<file path="src/hw/rtl/rleg_pkg.sv">
// Types and constants of the RGB LED effect generator.
// Stand-alone package; used by rgb_led_effect_generator.
package rleg_pkg;

    typedef enum logic [1:0] {
        MODE_STEADY  = 2'd0,
        MODE_BLINK   = 2'd1,
        MODE_FADE    = 2'd2,
        MODE_RAINBOW = 2'd3
    } mode_t;

    localparam int unsigned CFG_INDEX_WIDTH   = 3;
    localparam int unsigned FRAME_DELAY_WIDTH = 24;

    localparam logic [CFG_INDEX_WIDTH-1:0] REG_BASE_RED    = 3'd0;
    localparam logic [CFG_INDEX_WIDTH-1:0] REG_BASE_GREEN  = 3'd1;
    localparam logic [CFG_INDEX_WIDTH-1:0] REG_BASE_BLUE   = 3'd2;
    localparam logic [CFG_INDEX_WIDTH-1:0] REG_EFFECT_MODE = 3'd3;
    localparam logic [CFG_INDEX_WIDTH-1:0] REG_FRAME_DELAY = 3'd4;

    localparam logic [FRAME_DELAY_WIDTH-1:0] FRAME_DELAY_RESET = 24'd500000;

    // Fade shifts the frame delay down by this many bits.
    localparam int unsigned FADE_DELAY_SHIFT = 8;

    // Hue is held as sector (0..5) and offset in sector (0..59).
    localparam logic [5:0] HUE_SECTOR_SPAN  = 6'd60;
    localparam logic [2:0] HUE_SECTOR_LAST  = 3'd5;

    localparam logic [7:0] CHANNEL_FULL = 8'd255;

endpackage

</file>
<file path="src/hw/rtl/rgb_led_effect_generator.sv">
// RGB LED effect generator (steady, blink, fade, rainbow), one transaction per time tick.
// A tick that makes a frame shows it on m_* from the cycle after acceptance.
// Throughput: one tick per cycle; s_ready drops only while a frame waits on m_ready.
// Reset (aresetn, synchronous, active low): pattern state and countdown clear, so
// the first tick emits; registers take their reset values. Depends on rleg_pkg.
module rgb_led_effect_generator #(
    parameter int unsigned DELAY_WIDTH   = 24,
    parameter int unsigned HUE_INCREMENT = 2
) (
    input  logic                                 aclk,
    input  logic                                 aresetn,
    // configuration write channel
    input  logic                                 cfg_valid,
    output logic                                 cfg_ready,
    input  logic [rleg_pkg::CFG_INDEX_WIDTH-1:0] cfg_index,
    input  logic [rleg_pkg::FRAME_DELAY_WIDTH-1:0] cfg_data,
    // tick channel
    input  logic                                 s_valid,
    output logic                                 s_ready,
    input  logic                                 s_restart,
    // frame channel
    output logic                                 m_valid,
    input  logic                                 m_ready,
    output logic [7:0]                           m_red,
    output logic [7:0]                           m_green,
    output logic [7:0]                           m_blue
);

    // ------------------------------------------------------------------
    // Configuration registers. Writes are always accepted, since cfg_ready is tied high.
    // ------------------------------------------------------------------
    logic [7:0]                              base_red_reg;
    logic [7:0]                              base_green_reg;
    logic [7:0]                              base_blue_reg;
    rleg_pkg::mode_t                         effect_mode_reg;
    logic [rleg_pkg::FRAME_DELAY_WIDTH-1:0]  frame_delay_reg;

    assign cfg_ready = 1'b1;

    always_ff @(posedge aclk) begin
        if (!aresetn) begin
            base_red_reg    <= '0;
            base_green_reg  <= '0;
            base_blue_reg   <= '0;
            effect_mode_reg <= rleg_pkg::MODE_STEADY;
            frame_delay_reg <= rleg_pkg::FRAME_DELAY_RESET;
        end else if (cfg_valid && cfg_ready) begin
            case (cfg_index)
                rleg_pkg::REG_BASE_RED:    base_red_reg    <= cfg_data[7:0];
                rleg_pkg::REG_BASE_GREEN:  base_green_reg  <= cfg_data[7:0];
                rleg_pkg::REG_BASE_BLUE:   base_blue_reg   <= cfg_data[7:0];
                rleg_pkg::REG_EFFECT_MODE: effect_mode_reg <= rleg_pkg::mode_t'(cfg_data[1:0]);
                rleg_pkg::REG_FRAME_DELAY: frame_delay_reg <= cfg_data;
                default: ;  // unmapped index: drop the write
            endcase
        end
    end

    // ------------------------------------------------------------------
    // Pattern state. The hue is kept as sector and offset so that the
    // color ramp needs no division by 60.
    // ------------------------------------------------------------------
    logic [DELAY_WIDTH-1:0] countdown_reg,   countdown_next;
    logic                   blink_phase_reg, blink_phase_next;
    logic [7:0]             fade_level_reg,  fade_level_next;
    logic                   fade_falling_reg, fade_falling_next;
    logic [2:0]             hue_sector_reg,  hue_sector_next;
    logic [5:0]             hue_offset_reg,  hue_offset_next;
    logic                   steady_sent_reg, steady_sent_next;

    // Output register: holds one finished frame until m_ready takes it.
    logic                   m_valid_reg;
    logic [7:0]             m_red_reg, m_green_reg, m_blue_reg;

    logic                   tick_accept;
    logic                   emit;
    logic [7:0]             red_next, green_next, blue_next;

    // Accept a tick whenever the output register is free or being drained.
    assign s_ready     = !m_valid_reg || m_ready;
    assign tick_accept = s_valid && s_ready;

    // x * level / 255 for a 16-bit product, exact over the full range.
    function automatic logic [7:0] div255(input logic [15:0] p);
        logic [16:0] t;
        begin
            t = {1'b0, p} + 17'(p[15:8]) + 17'd1;
            div255 = t[15:8];
        end
    endfunction

    // Restart clears the pattern before the tick is handled.
    logic [DELAY_WIDTH-1:0] cd_eff;
    logic                   blink_eff, fall_eff, steady_eff;
    logic [7:0]             level_eff;
    logic [2:0]             sector_eff;
    logic [5:0]             offset_eff;

    assign cd_eff     = s_restart ? '0    : countdown_reg;
    assign blink_eff  = s_restart ? 1'b0  : blink_phase_reg;
    assign fall_eff   = s_restart ? 1'b0  : fade_falling_reg;
    assign steady_eff = s_restart ? 1'b0  : steady_sent_reg;
    assign level_eff  = s_restart ? 8'd0  : fade_level_reg;
    assign sector_eff = s_restart ? 3'd0  : hue_sector_reg;
    assign offset_eff = s_restart ? 6'd0  : hue_offset_reg;

    // Frame period: fade uses delay/256, zero counts as one, saturate to
    // the countdown range.
    logic [rleg_pkg::FRAME_DELAY_WIDTH-1:0] period_raw;
    logic [DELAY_WIDTH-1:0]                 period_sat;

    always_comb begin
        if (effect_mode_reg == rleg_pkg::MODE_FADE) begin
            period_raw = frame_delay_reg >> rleg_pkg::FADE_DELAY_SHIFT;
        end else begin
            period_raw = frame_delay_reg;
        end
        if (period_raw == '0) begin
            period_raw = rleg_pkg::FRAME_DELAY_WIDTH'(1);
        end
        if ((period_raw >> DELAY_WIDTH) != '0) begin
            period_sat = '1;
        end else begin
            period_sat = DELAY_WIDTH'(period_raw);
        end
    end

    // Rainbow ramp: floor(d*255/60) = floor(d*17/4); falling sectors use 60-d.
    logic [5:0] ramp_d;
    logic [9:0] ramp_prod;
    logic [7:0] ramp_x;
    logic [6:0] offset_sum;

    assign ramp_d     = sector_eff[0] ? (rleg_pkg::HUE_SECTOR_SPAN - offset_eff) : offset_eff;
    assign ramp_prod  = 10'(ramp_d) * 10'd17;
    assign ramp_x     = ramp_prod[9:2];
    assign offset_sum = {1'b0, offset_eff} + 7'(HUE_INCREMENT);

    // Fade products, one 8x8 multiply per channel.
    logic [15:0] fade_r, fade_g, fade_b;

    assign fade_r = 16'(base_red_reg)   * 16'(level_eff);
    assign fade_g = 16'(base_green_reg) * 16'(level_eff);
    assign fade_b = 16'(base_blue_reg)  * 16'(level_eff);

    always_comb begin
        countdown_next    = cd_eff;
        blink_phase_next  = blink_eff;
        fade_level_next   = level_eff;
        fade_falling_next = fall_eff;
        hue_sector_next   = sector_eff;
        hue_offset_next   = offset_eff;
        steady_sent_next  = steady_eff;
        emit              = 1'b0;
        red_next          = base_red_reg;
        green_next        = base_green_reg;
        blue_next         = base_blue_reg;

        if (effect_mode_reg == rleg_pkg::MODE_STEADY) begin
            // Steady ignores the countdown and emits once after reset or a restart.
            if (!steady_eff) begin
                steady_sent_next = 1'b1;
                emit             = 1'b1;
            end
        end else if (cd_eff != '0) begin
            countdown_next = cd_eff - 1'b1;
        end else begin
            countdown_next = period_sat - 1'b1;
            emit           = 1'b1;
            case (effect_mode_reg)
                rleg_pkg::MODE_BLINK: begin
                    if (blink_eff) begin
                        red_next   = '0;
                        green_next = '0;
                        blue_next  = '0;
                    end
                    blink_phase_next = !blink_eff;
                end
                rleg_pkg::MODE_FADE: begin
                    red_next   = div255(fade_r);
                    green_next = div255(fade_g);
                    blue_next  = div255(fade_b);
                    // Hold the end levels for one extra frame at each turnaround.
                    if (!fall_eff) begin
                        if (level_eff == rleg_pkg::CHANNEL_FULL) begin
                            fade_falling_next = 1'b1;
                        end else begin
                            fade_level_next = level_eff + 8'd1;
                        end
                    end else begin
                        if (level_eff == 8'd0) begin
                            fade_falling_next = 1'b0;
                        end else begin
                            fade_level_next = level_eff - 8'd1;
                        end
                    end
                end
                default: begin
                    case (sector_eff)
                        3'd0: begin
                            red_next = rleg_pkg::CHANNEL_FULL; green_next = ramp_x; blue_next = '0;
                        end
                        3'd1: begin
                            red_next = ramp_x; green_next = rleg_pkg::CHANNEL_FULL; blue_next = '0;
                        end
                        3'd2: begin
                            red_next = '0; green_next = rleg_pkg::CHANNEL_FULL; blue_next = ramp_x;
                        end
                        3'd3: begin
                            red_next = '0; green_next = ramp_x; blue_next = rleg_pkg::CHANNEL_FULL;
                        end
                        3'd4: begin
                            red_next = ramp_x; green_next = '0; blue_next = rleg_pkg::CHANNEL_FULL;
                        end
                        default: begin
                            red_next = rleg_pkg::CHANNEL_FULL; green_next = '0; blue_next = ramp_x;
                        end
                    endcase
                    // Advance the hue; wrap to zero when the next hue reaches 360.
                    if (offset_sum >= 7'(rleg_pkg::HUE_SECTOR_SPAN)) begin
                        if (sector_eff == rleg_pkg::HUE_SECTOR_LAST) begin
                            hue_sector_next = 3'd0;
                            hue_offset_next = 6'd0;
                        end else begin
                            hue_sector_next = sector_eff + 3'd1;
                            hue_offset_next = 6'(offset_sum - 7'(rleg_pkg::HUE_SECTOR_SPAN));
                        end
                    end else begin
                        hue_offset_next = offset_sum[5:0];
                    end
                end
            endcase
        end
    end

    // Advance pattern state on every accepted tick.
    always_ff @(posedge aclk) begin
        if (!aresetn) begin
            countdown_reg    <= '0;
            blink_phase_reg  <= 1'b0;
            fade_level_reg   <= '0;
            fade_falling_reg <= 1'b0;
            hue_sector_reg   <= '0;
            hue_offset_reg   <= '0;
            steady_sent_reg  <= 1'b0;
        end else if (tick_accept) begin
            countdown_reg    <= countdown_next;
            blink_phase_reg  <= blink_phase_next;
            fade_level_reg   <= fade_level_next;
            fade_falling_reg <= fade_falling_next;
            hue_sector_reg   <= hue_sector_next;
            hue_offset_reg   <= hue_offset_next;
            steady_sent_reg  <= steady_sent_next;
        end
    end

    // Output register: load a frame on an emitting tick, drop valid once taken.
    always_ff @(posedge aclk) begin
        if (!aresetn) begin
            m_valid_reg <= 1'b0;
        end else if (tick_accept) begin
            m_valid_reg <= emit;
        end else if (m_ready) begin
            m_valid_reg <= 1'b0;
        end
    end

    always_ff @(posedge aclk) begin
        if (tick_accept && emit) begin
            m_red_reg   <= red_next;
            m_green_reg <= green_next;
            m_blue_reg  <= blue_next;
        end
    end

    assign m_valid = m_valid_reg;
    assign m_red   = m_red_reg;
    assign m_green = m_green_reg;
    assign m_blue  = m_blue_reg;

endmodule

</file>
<file path="config.mk">
export PLATFORM = sky130hd
export DESIGN_NAME = rgb_led_effect_generator
export DESIGN_NICKNAME = d
export VERILOG_FILES = /design/src/hw/rtl/rleg_pkg.sv /design/src/hw/rtl/rgb_led_effect_generator.sv
export SDC_FILE = /design/constraint.sdc
export NUM_CORES = 1
export LEC_CHECK = 0
export ABC_CLOCK_PERIOD_IN_PS = 9250
export BUFFER_PORTS_ARGS = -buffer_cell sky130_fd_sc_hd__buf_2
export CAP_MARGIN = 20
export CORE_MARGIN = 3
export CORE_UTILIZATION = 38
export CTS_CLUSTER_DIAMETER = 100
export DETAILED_ROUTE_END_ITERATION = 7
export GPL_TIMING_DRIVEN = 0
export PLACE_DENSITY = 0.62
export RECOVER_POWER = 100
export SLEW_MARGIN = 20
export SYNTH_ARGS = -nofsm -noshare
export SYNTH_HDL_FRONTEND = slang
export SYNTH_SLANG_ARGS = --single-unit
export TNS_END_PERCENT = 30
</file>
<file path="constraint.sdc">
create_clock -name aclk -period 9.25 [get_ports aclk]
set_input_delay 1.3875 -clock aclk [delete_from_list [all_inputs] [get_ports aclk]]
set_output_delay 1.3875 -clock aclk [all_outputs]
set_load 0.02 [all_outputs]
</file>
After elaboration in Yosys (flattened, before gate mapping)

Index checks and enable logic that the tools add are counted.

Input port bits: 33
Bits in latches: 0
Logic and storage cells: 129
Bits in read-only memories: 0
Memory bits (writable): 0
Memories: 0
Output and inout port bits: 27
Register bits after elaboration: 119

Reduce and logical (&&, ||, !) cells: 24
Divide/modulo/power cells: 0
Add/sub/neg operators: 14
Mux-type cells: 58
Magnitude comparators: 1
Equality and inequality tests: 12
Multipliers: 4
Shifts and indexed selects: 0
Bitwise gates (word level): 0

Operators by type and width:

| cell                                                | number |
|---|---|
| two-way mux 8 bit                                   | 16 |
| two-way mux 24 bit                                  | 5 |
| one-hot mux 8 bit (2 select lines)                  | 6 |
| adder 16 x 1 -> 16 bit, second input constant       | 3 |
| adder 16 x 8 -> 16 bit                              | 3 |
| multiplier 8 x 8 -> 16 bit                          | 3 |
| subtractor 24 x 1 -> 24 bit, second input constant  | 2 |
| two-way mux 6 bit                                   | 7 |
| zero test 24 bit                                    | 1 |
| nonzero test 24 bit                                 | 1 |
| two-way mux 1 bit                                   | 18 |
| two-way mux 3 bit                                   | 6 |
| OR reduction 2 bit                                  | 7 |
| == test 3 x 2 -> 1 bit, second input constant       | 4 |
| multiplier 6 x 5 -> 10 bit, second input constant   | 1 |
| AND reduction 2 bit                                 | 5 |
| == test 3 bit, second input constant                | 3 |
| adder 8 x 1 -> 8 bit, second input constant         | 1 |
| == test 8 bit, second input constant                | 1 |
| zero test 8 bit                                     | 1 |
| subtractor 8 x 1 -> 8 bit, second input constant    | 1 |
| adder 6 x 2 -> 7 bit, second input constant         | 1 |
| >= comparator 7 x 6 -> 1 bit, second input constant | 1 |
| == test 3 x 1 -> 1 bit, second input constant       | 2 |
| other kinds (11)                                    | 14 |

Logic depth before layout (Yosys ltp)

Depth after elaboration: 8
Gate-level depth with buffers: 28
Mapped depth without buffers: 25

Worst setup path before layout

No wires, ideal clock.

Kind: input port to flip-flop
Start point: input s_restart
End point: register m_green_reg[3], in the netlist m_green[3], data pin
Setup time: 170 ps
Path slack: 1355 ps
Buffers on the path: 4
Stages: 27
Required time: 9081 ps
Arrival: 7725 ps
Cells stage by stage: buf_2 -> buf_1 -> nor2b_1 -> clkbuf_1 -> clkbuf_1 -> nand2_1 -> fa_1 -> fa_1 -> inv_1 -> fa_1 -> inv_1 -> fa_1 -> inv_1 -> ha_1 -> o21a_1 -> a21o_1 -> a21o_1 -> xnor2_1 -> inv_1 -> ha_1 -> or3_1 -> o221a_2 -> maj3_1 -> maj3_2 -> a31o_2 -> and3_1 -> o31ai_1

Word-level cells in the longest chain between the ends: 8
Elaborated cells between the ends (all ways): 23
Classes of those cells: 3 x add/sub; 2 x mul; 3 x eq/ne; 11 x mux; 4 x reduce/logical

RTL lines:

| item                                                               | RTL line                        | source |
|---|---|---|
| start, declared                                                    | rgb_led_effect_generator.sv:20  | `input logic s_restart,` |
| branches (longest 6 deep; another with multiplier 8 x 8 -> 16 bit) | --                              |  |
| two-way mux 8 bit *                                                | rgb_led_effect_generator.sv:165 | `end else if (cd_eff != '0) begin` |
| two-way mux 8 bit *                                                | rgb_led_effect_generator.sv:159 | `if (effect_mode_reg == rleg_pkg::MODE_STEADY) begin` |
| net green_next[3]                                                  | rgb_led_effect_generator.sv:77  | `logic [7:0] red_next, green_next, blue_next;` |
| end signal, assigned                                               | rgb_led_effect_generator.sv:271 | `m_green_reg <= green_next;` |
| end, declared                                                      | rgb_led_effect_generator.sv:73  | `logic [7:0] m_red_reg, m_green_reg, m_blue_reg;` |

Mark *: on every way through the listed nets, which the timed path passes.
A chain may end at the register's enable or synchronous reset.

Final worst setup path

Start point: input s_restart
End point: register m_red_reg[6], in the netlist m_red[6], data pin

Word-level cells in the longest chain between the ends: 8
Elaborated cells between the ends (all ways): 23
Classes of those cells: 3 x add/sub; 2 x mul; 4 x eq/ne; 11 x mux; 3 x reduce/logical

RTL lines:

| item                                                               | RTL line                        | source |
|---|---|---|
| branches (longest 6 deep; another with multiplier 8 x 8 -> 16 bit) | --                              |  |
| two-way mux 8 bit *                                                | rgb_led_effect_generator.sv:165 |  |
| two-way mux 8 bit *                                                | rgb_led_effect_generator.sv:159 |  |
| net red_next[6]                                                    | rgb_led_effect_generator.sv:77  |  |
| end signal, assigned                                               | rgb_led_effect_generator.sv:270 | `m_red_reg <= red_next;` |
| end, declared                                                      | rgb_led_effect_generator.sv:73  |  |

Marked as above.

==> run_results.csv <==
group,metric,value,unit
sta,finalHoldViolations,0,
sta,timing.fmax,113,MHz
floorplan,rows,72,
placement,dp_cells,2462,
setup_path,critPathArrivalTime,9040,ps
detailed_routing,dr.pass1.iters,6,
grt,grt_pass1_vias,13835,
power_and_ir_drop,ir_drop,0.130,mV
floorplan,die-area,0.0423,mm²
final_layout,drive_gt1_share,4.96,%
power_and_ir_drop,power_density,86.2,mW/mm²
synthesis,ys_top_cells_by_count,"nand2_1, inv_1, and2_1, ha_1, fa_1",
clock_network,clock_latency,440,ps
setup_path,slowest_delay,570,ps
clock_network,cts_sinks,119,
sta,period_share,95.9,%
clock_network,ctsRootBufferMaster,"clkbuf_16",
floorplan,core-area,0.0390,mm²
sta,layout_setup_ws,380,ps
setup_path,cp_common_cell,"fa_1",
final_layout,stdcell_count,2494,
detailed_routing,vias,13774,
synthesis,syn_inst,1887,
synthesis,synth_ff_type,"dfxtp_1",
synthesis,synth_top_cell_area_share,14.4,%
clock_network,cts_buffers,17,
final_layout,area_growth,9.84,%
sta,worstMarginPinSlew,1310,ps
final_layout,antennaDiodeCount,0,
worst_hold_path,hp-class,"flop to flop",
synthesis,synth-seq-cells,119,
placement,gp_congestion,0.949,
synthesis,syn_area,0.0151,mm²
placement,io_buffers,56,
detailed_routing,wire_per_inst,18.6,µm
synthesis,netlist-cell-type-count,91,
clock_network,cts_tree,"done",
setup_path,path_buf_inv,6,
power_and_ir_drop,p_leak,7.48,nW
grt,grt_usage,22.4,%
synthesis,synth_area_leaders,"fa_1, dfxtp_1, ha_1, and2_1, nand2_1",
setup_path,cp-end-kind,"flop",
detailed_routing,avgViaCountPerCell,5.52,
sta,rsz0062_at_grt,"no",
detailed_routing,drc_errors,0,
synthesis,syn_area_per_cell,8.02,µm²
synthesis,synth_edf_count,24,
floorplan,ioPinCount,60,
synthesis,ys_seq_area_share,17.3,%
setup_path,crit_slowest_cell,"clkbuf_1",
floorplan,fp.dieW,206,µm
setup_path,cp_max_fo,10,
detailed_routing,ant_nets,0,
sta,fin_skew,10.6,ps
synthesis,async_reset_ff_share,0,%
clock_network,cts_buffer_depth,2,
final_layout,layout.nets,2245,
final_layout,fin_area,0.0166,mm²
setup_path,crit_family,"adder cells",
sta,finalSetupTns,0,ps
placement,post-place-ws,-129,ps
detailed_routing,routed_wl,46300,µm
sta,final-max-slew-violation-count,0,
placement,dp_hpwl,36100,µm
flow_run,max-cap-violations,0,
setup_path,startpoint_type,"input port",
sta,setup-violations-final,0,
final_layout,final_util,42.6,%
synthesis,synth_fp_nets,2169,
synthesis,ys_warn_count,0,
clock_network,cts_hold_buf,0,
grt,gr-total-overflow,0,
grt,antenna_found_initial,1,
status,status,"complete, no violations",
detailed_routing,drt-initial-drc-count,1068,
clock_network,cts_max_level,4,
floorplan,dieHeight,206,µm
sta,layout_min_cycle_time,8870,ps
clock_network,post_cts_buffers,0,
placement,place_area,0.0161,mm²
sta,slew_headroom,12.6,%
clock_network,clk_pin_slew,60,ps
floorplan,initial_core_util,38.8,%
grt,grt_pass1_wl,75100,µm
synthesis,synth_area_leader_cell,"fa_1",
synthesis,synth_most_common_cell,"nand2_1",
setup_path,crit_type,"input port to flop",
setup_path,crit_required,9420,ps
grt,grt_max_degree,18,
-- report_power, final --
group	switching, mW	internal (mW)	total [mW]	leakage [nW]
registers	0.0132	0.546	0.559	1.01
clock network	0.290	0.403	0.693	0.286
logic	0.126	0.0556	0.182	6.19
-- worst register-to-register path: stages, from the launching register on --
cell,delay (ps)
dfxtp_1,380
nor2b_1,160
clkbuf_1,500
clkbuf_1,570
nand2_1,170
fa_1,530
fa_1,550
inv_1,60
fa_1,530
inv_1,70
fa_1,560
inv_1,50
ha_1,360
and2_4,180
a221oi_2,320
a31oi_1,130
a21oi_1,450
ha_1,260
a211oi_1,60
o21ai_0,120
a31oi_1,200
o41a_1,430
a221o_1,340
xnor2_1,270
nor2_1,100
o41ai_2,480
-- metal layers --
metal / GRT usage (%) / share of wire (%) / wire length, µm / vias to the layer above
met5: 0 / 0.028 / 13 / -
met3: 3.99 / 6.7 / 3100 / 70
li1: - / - / - / 6614
met1: 30.7 / 46 / 21200 / 6632
met2: 37.0 / 46 / 21100 / 456
met4: 5.08 / 1.9 / 880 / 2
-- through the flow --
| step | hold WS (ps) | power [mW] |
|---|---|---|
| final | 476 | 1.43 |
| after global routing | 505 | 1.48 |
| after CTS | 477 | 1.44 |
| after detailed placement | 465 | 0.753 |
| after global placement | 454 | 0.749 |
| after floorplan | 441 | 0.680 |
-- placed cells by master (no fill, tap or decap), drive strengths merged, types with 24 or more instances in the layout --
| cell | netlist | layout |
|---|---|---|
| a21boi | 48 | 48 |
| a21o | 24 | 24 |
| a21oi | 91 | 91 |
| a22oi | 29 | 29 |
| and2 | 175 | 175 |
| buf | 18 | 43 |
| clkbuf | 80 | 129 |
| dfxtp | 95 | 95 |
| edfxtp | 24 | 24 |
| fa | 109 | 109 |
| ha | 140 | 140 |
| inv | 174 | 180 |
| mux2i | 28 | 28 |
| nand2 | 226 | 226 |
| nand3 | 41 | 41 |
| nor2 | 93 | 93 |
| nor2b | 53 | 53 |
| nor3 | 39 | 39 |
| o21ai | 88 | 88 |
| xnor2 | 45 | 45 |
| xor2 | 34 | 34 |
-- kinds of logic (layout without fill, tap and decap cells) --
kind of cell	after synthesis	in the layout	share of synthesized area, %
and+or+nand+nor	715	715	24.1
AOI/OAI and AO/OA	413	413	18.3
buffers and inverters	273	362	6.91
adders and majority gates	251	251	26.1
DFF	119	119	17.3
xor gates and xnor gates	82	82	5.02
muxes	33	33	2.22
other	1	1	0.0248
-- path summary, 6_finish.rpt --
path                          start                end  slack [ps]  cells past startpoint
setup reg to reg  fade_level_reg[7]           m_red[6]        1160                     25
hold / removal    hue_offset_reg[5]  hue_offset_reg[5]         480                      2
setup / recovery          s_restart           m_red[6]         380                     26
hold reg to reg   hue_offset_reg[5]  hue_offset_reg[5]         480                      2
-- layout make-up --
class / count / area, µm²
Sequential cell: 119 / 2620
Multi-Input combinational cell: 1495 / 11500
Buffer: 98 / 394
Timing Repair Buffer: 57 / 249
Fill cell: 3959 / 22400
Clock buffer: 17 / 425
Inverter: 175 / 657
Clock inverter: 15 / 168
Tap cell: 518 / 648
-- repair_timing --
item                       CTS  global route
gates resized for setup      0             9
setup endpoints to repair    0            11
hold endpoints to repair     0             0
(Power assumes the default switching activity.)
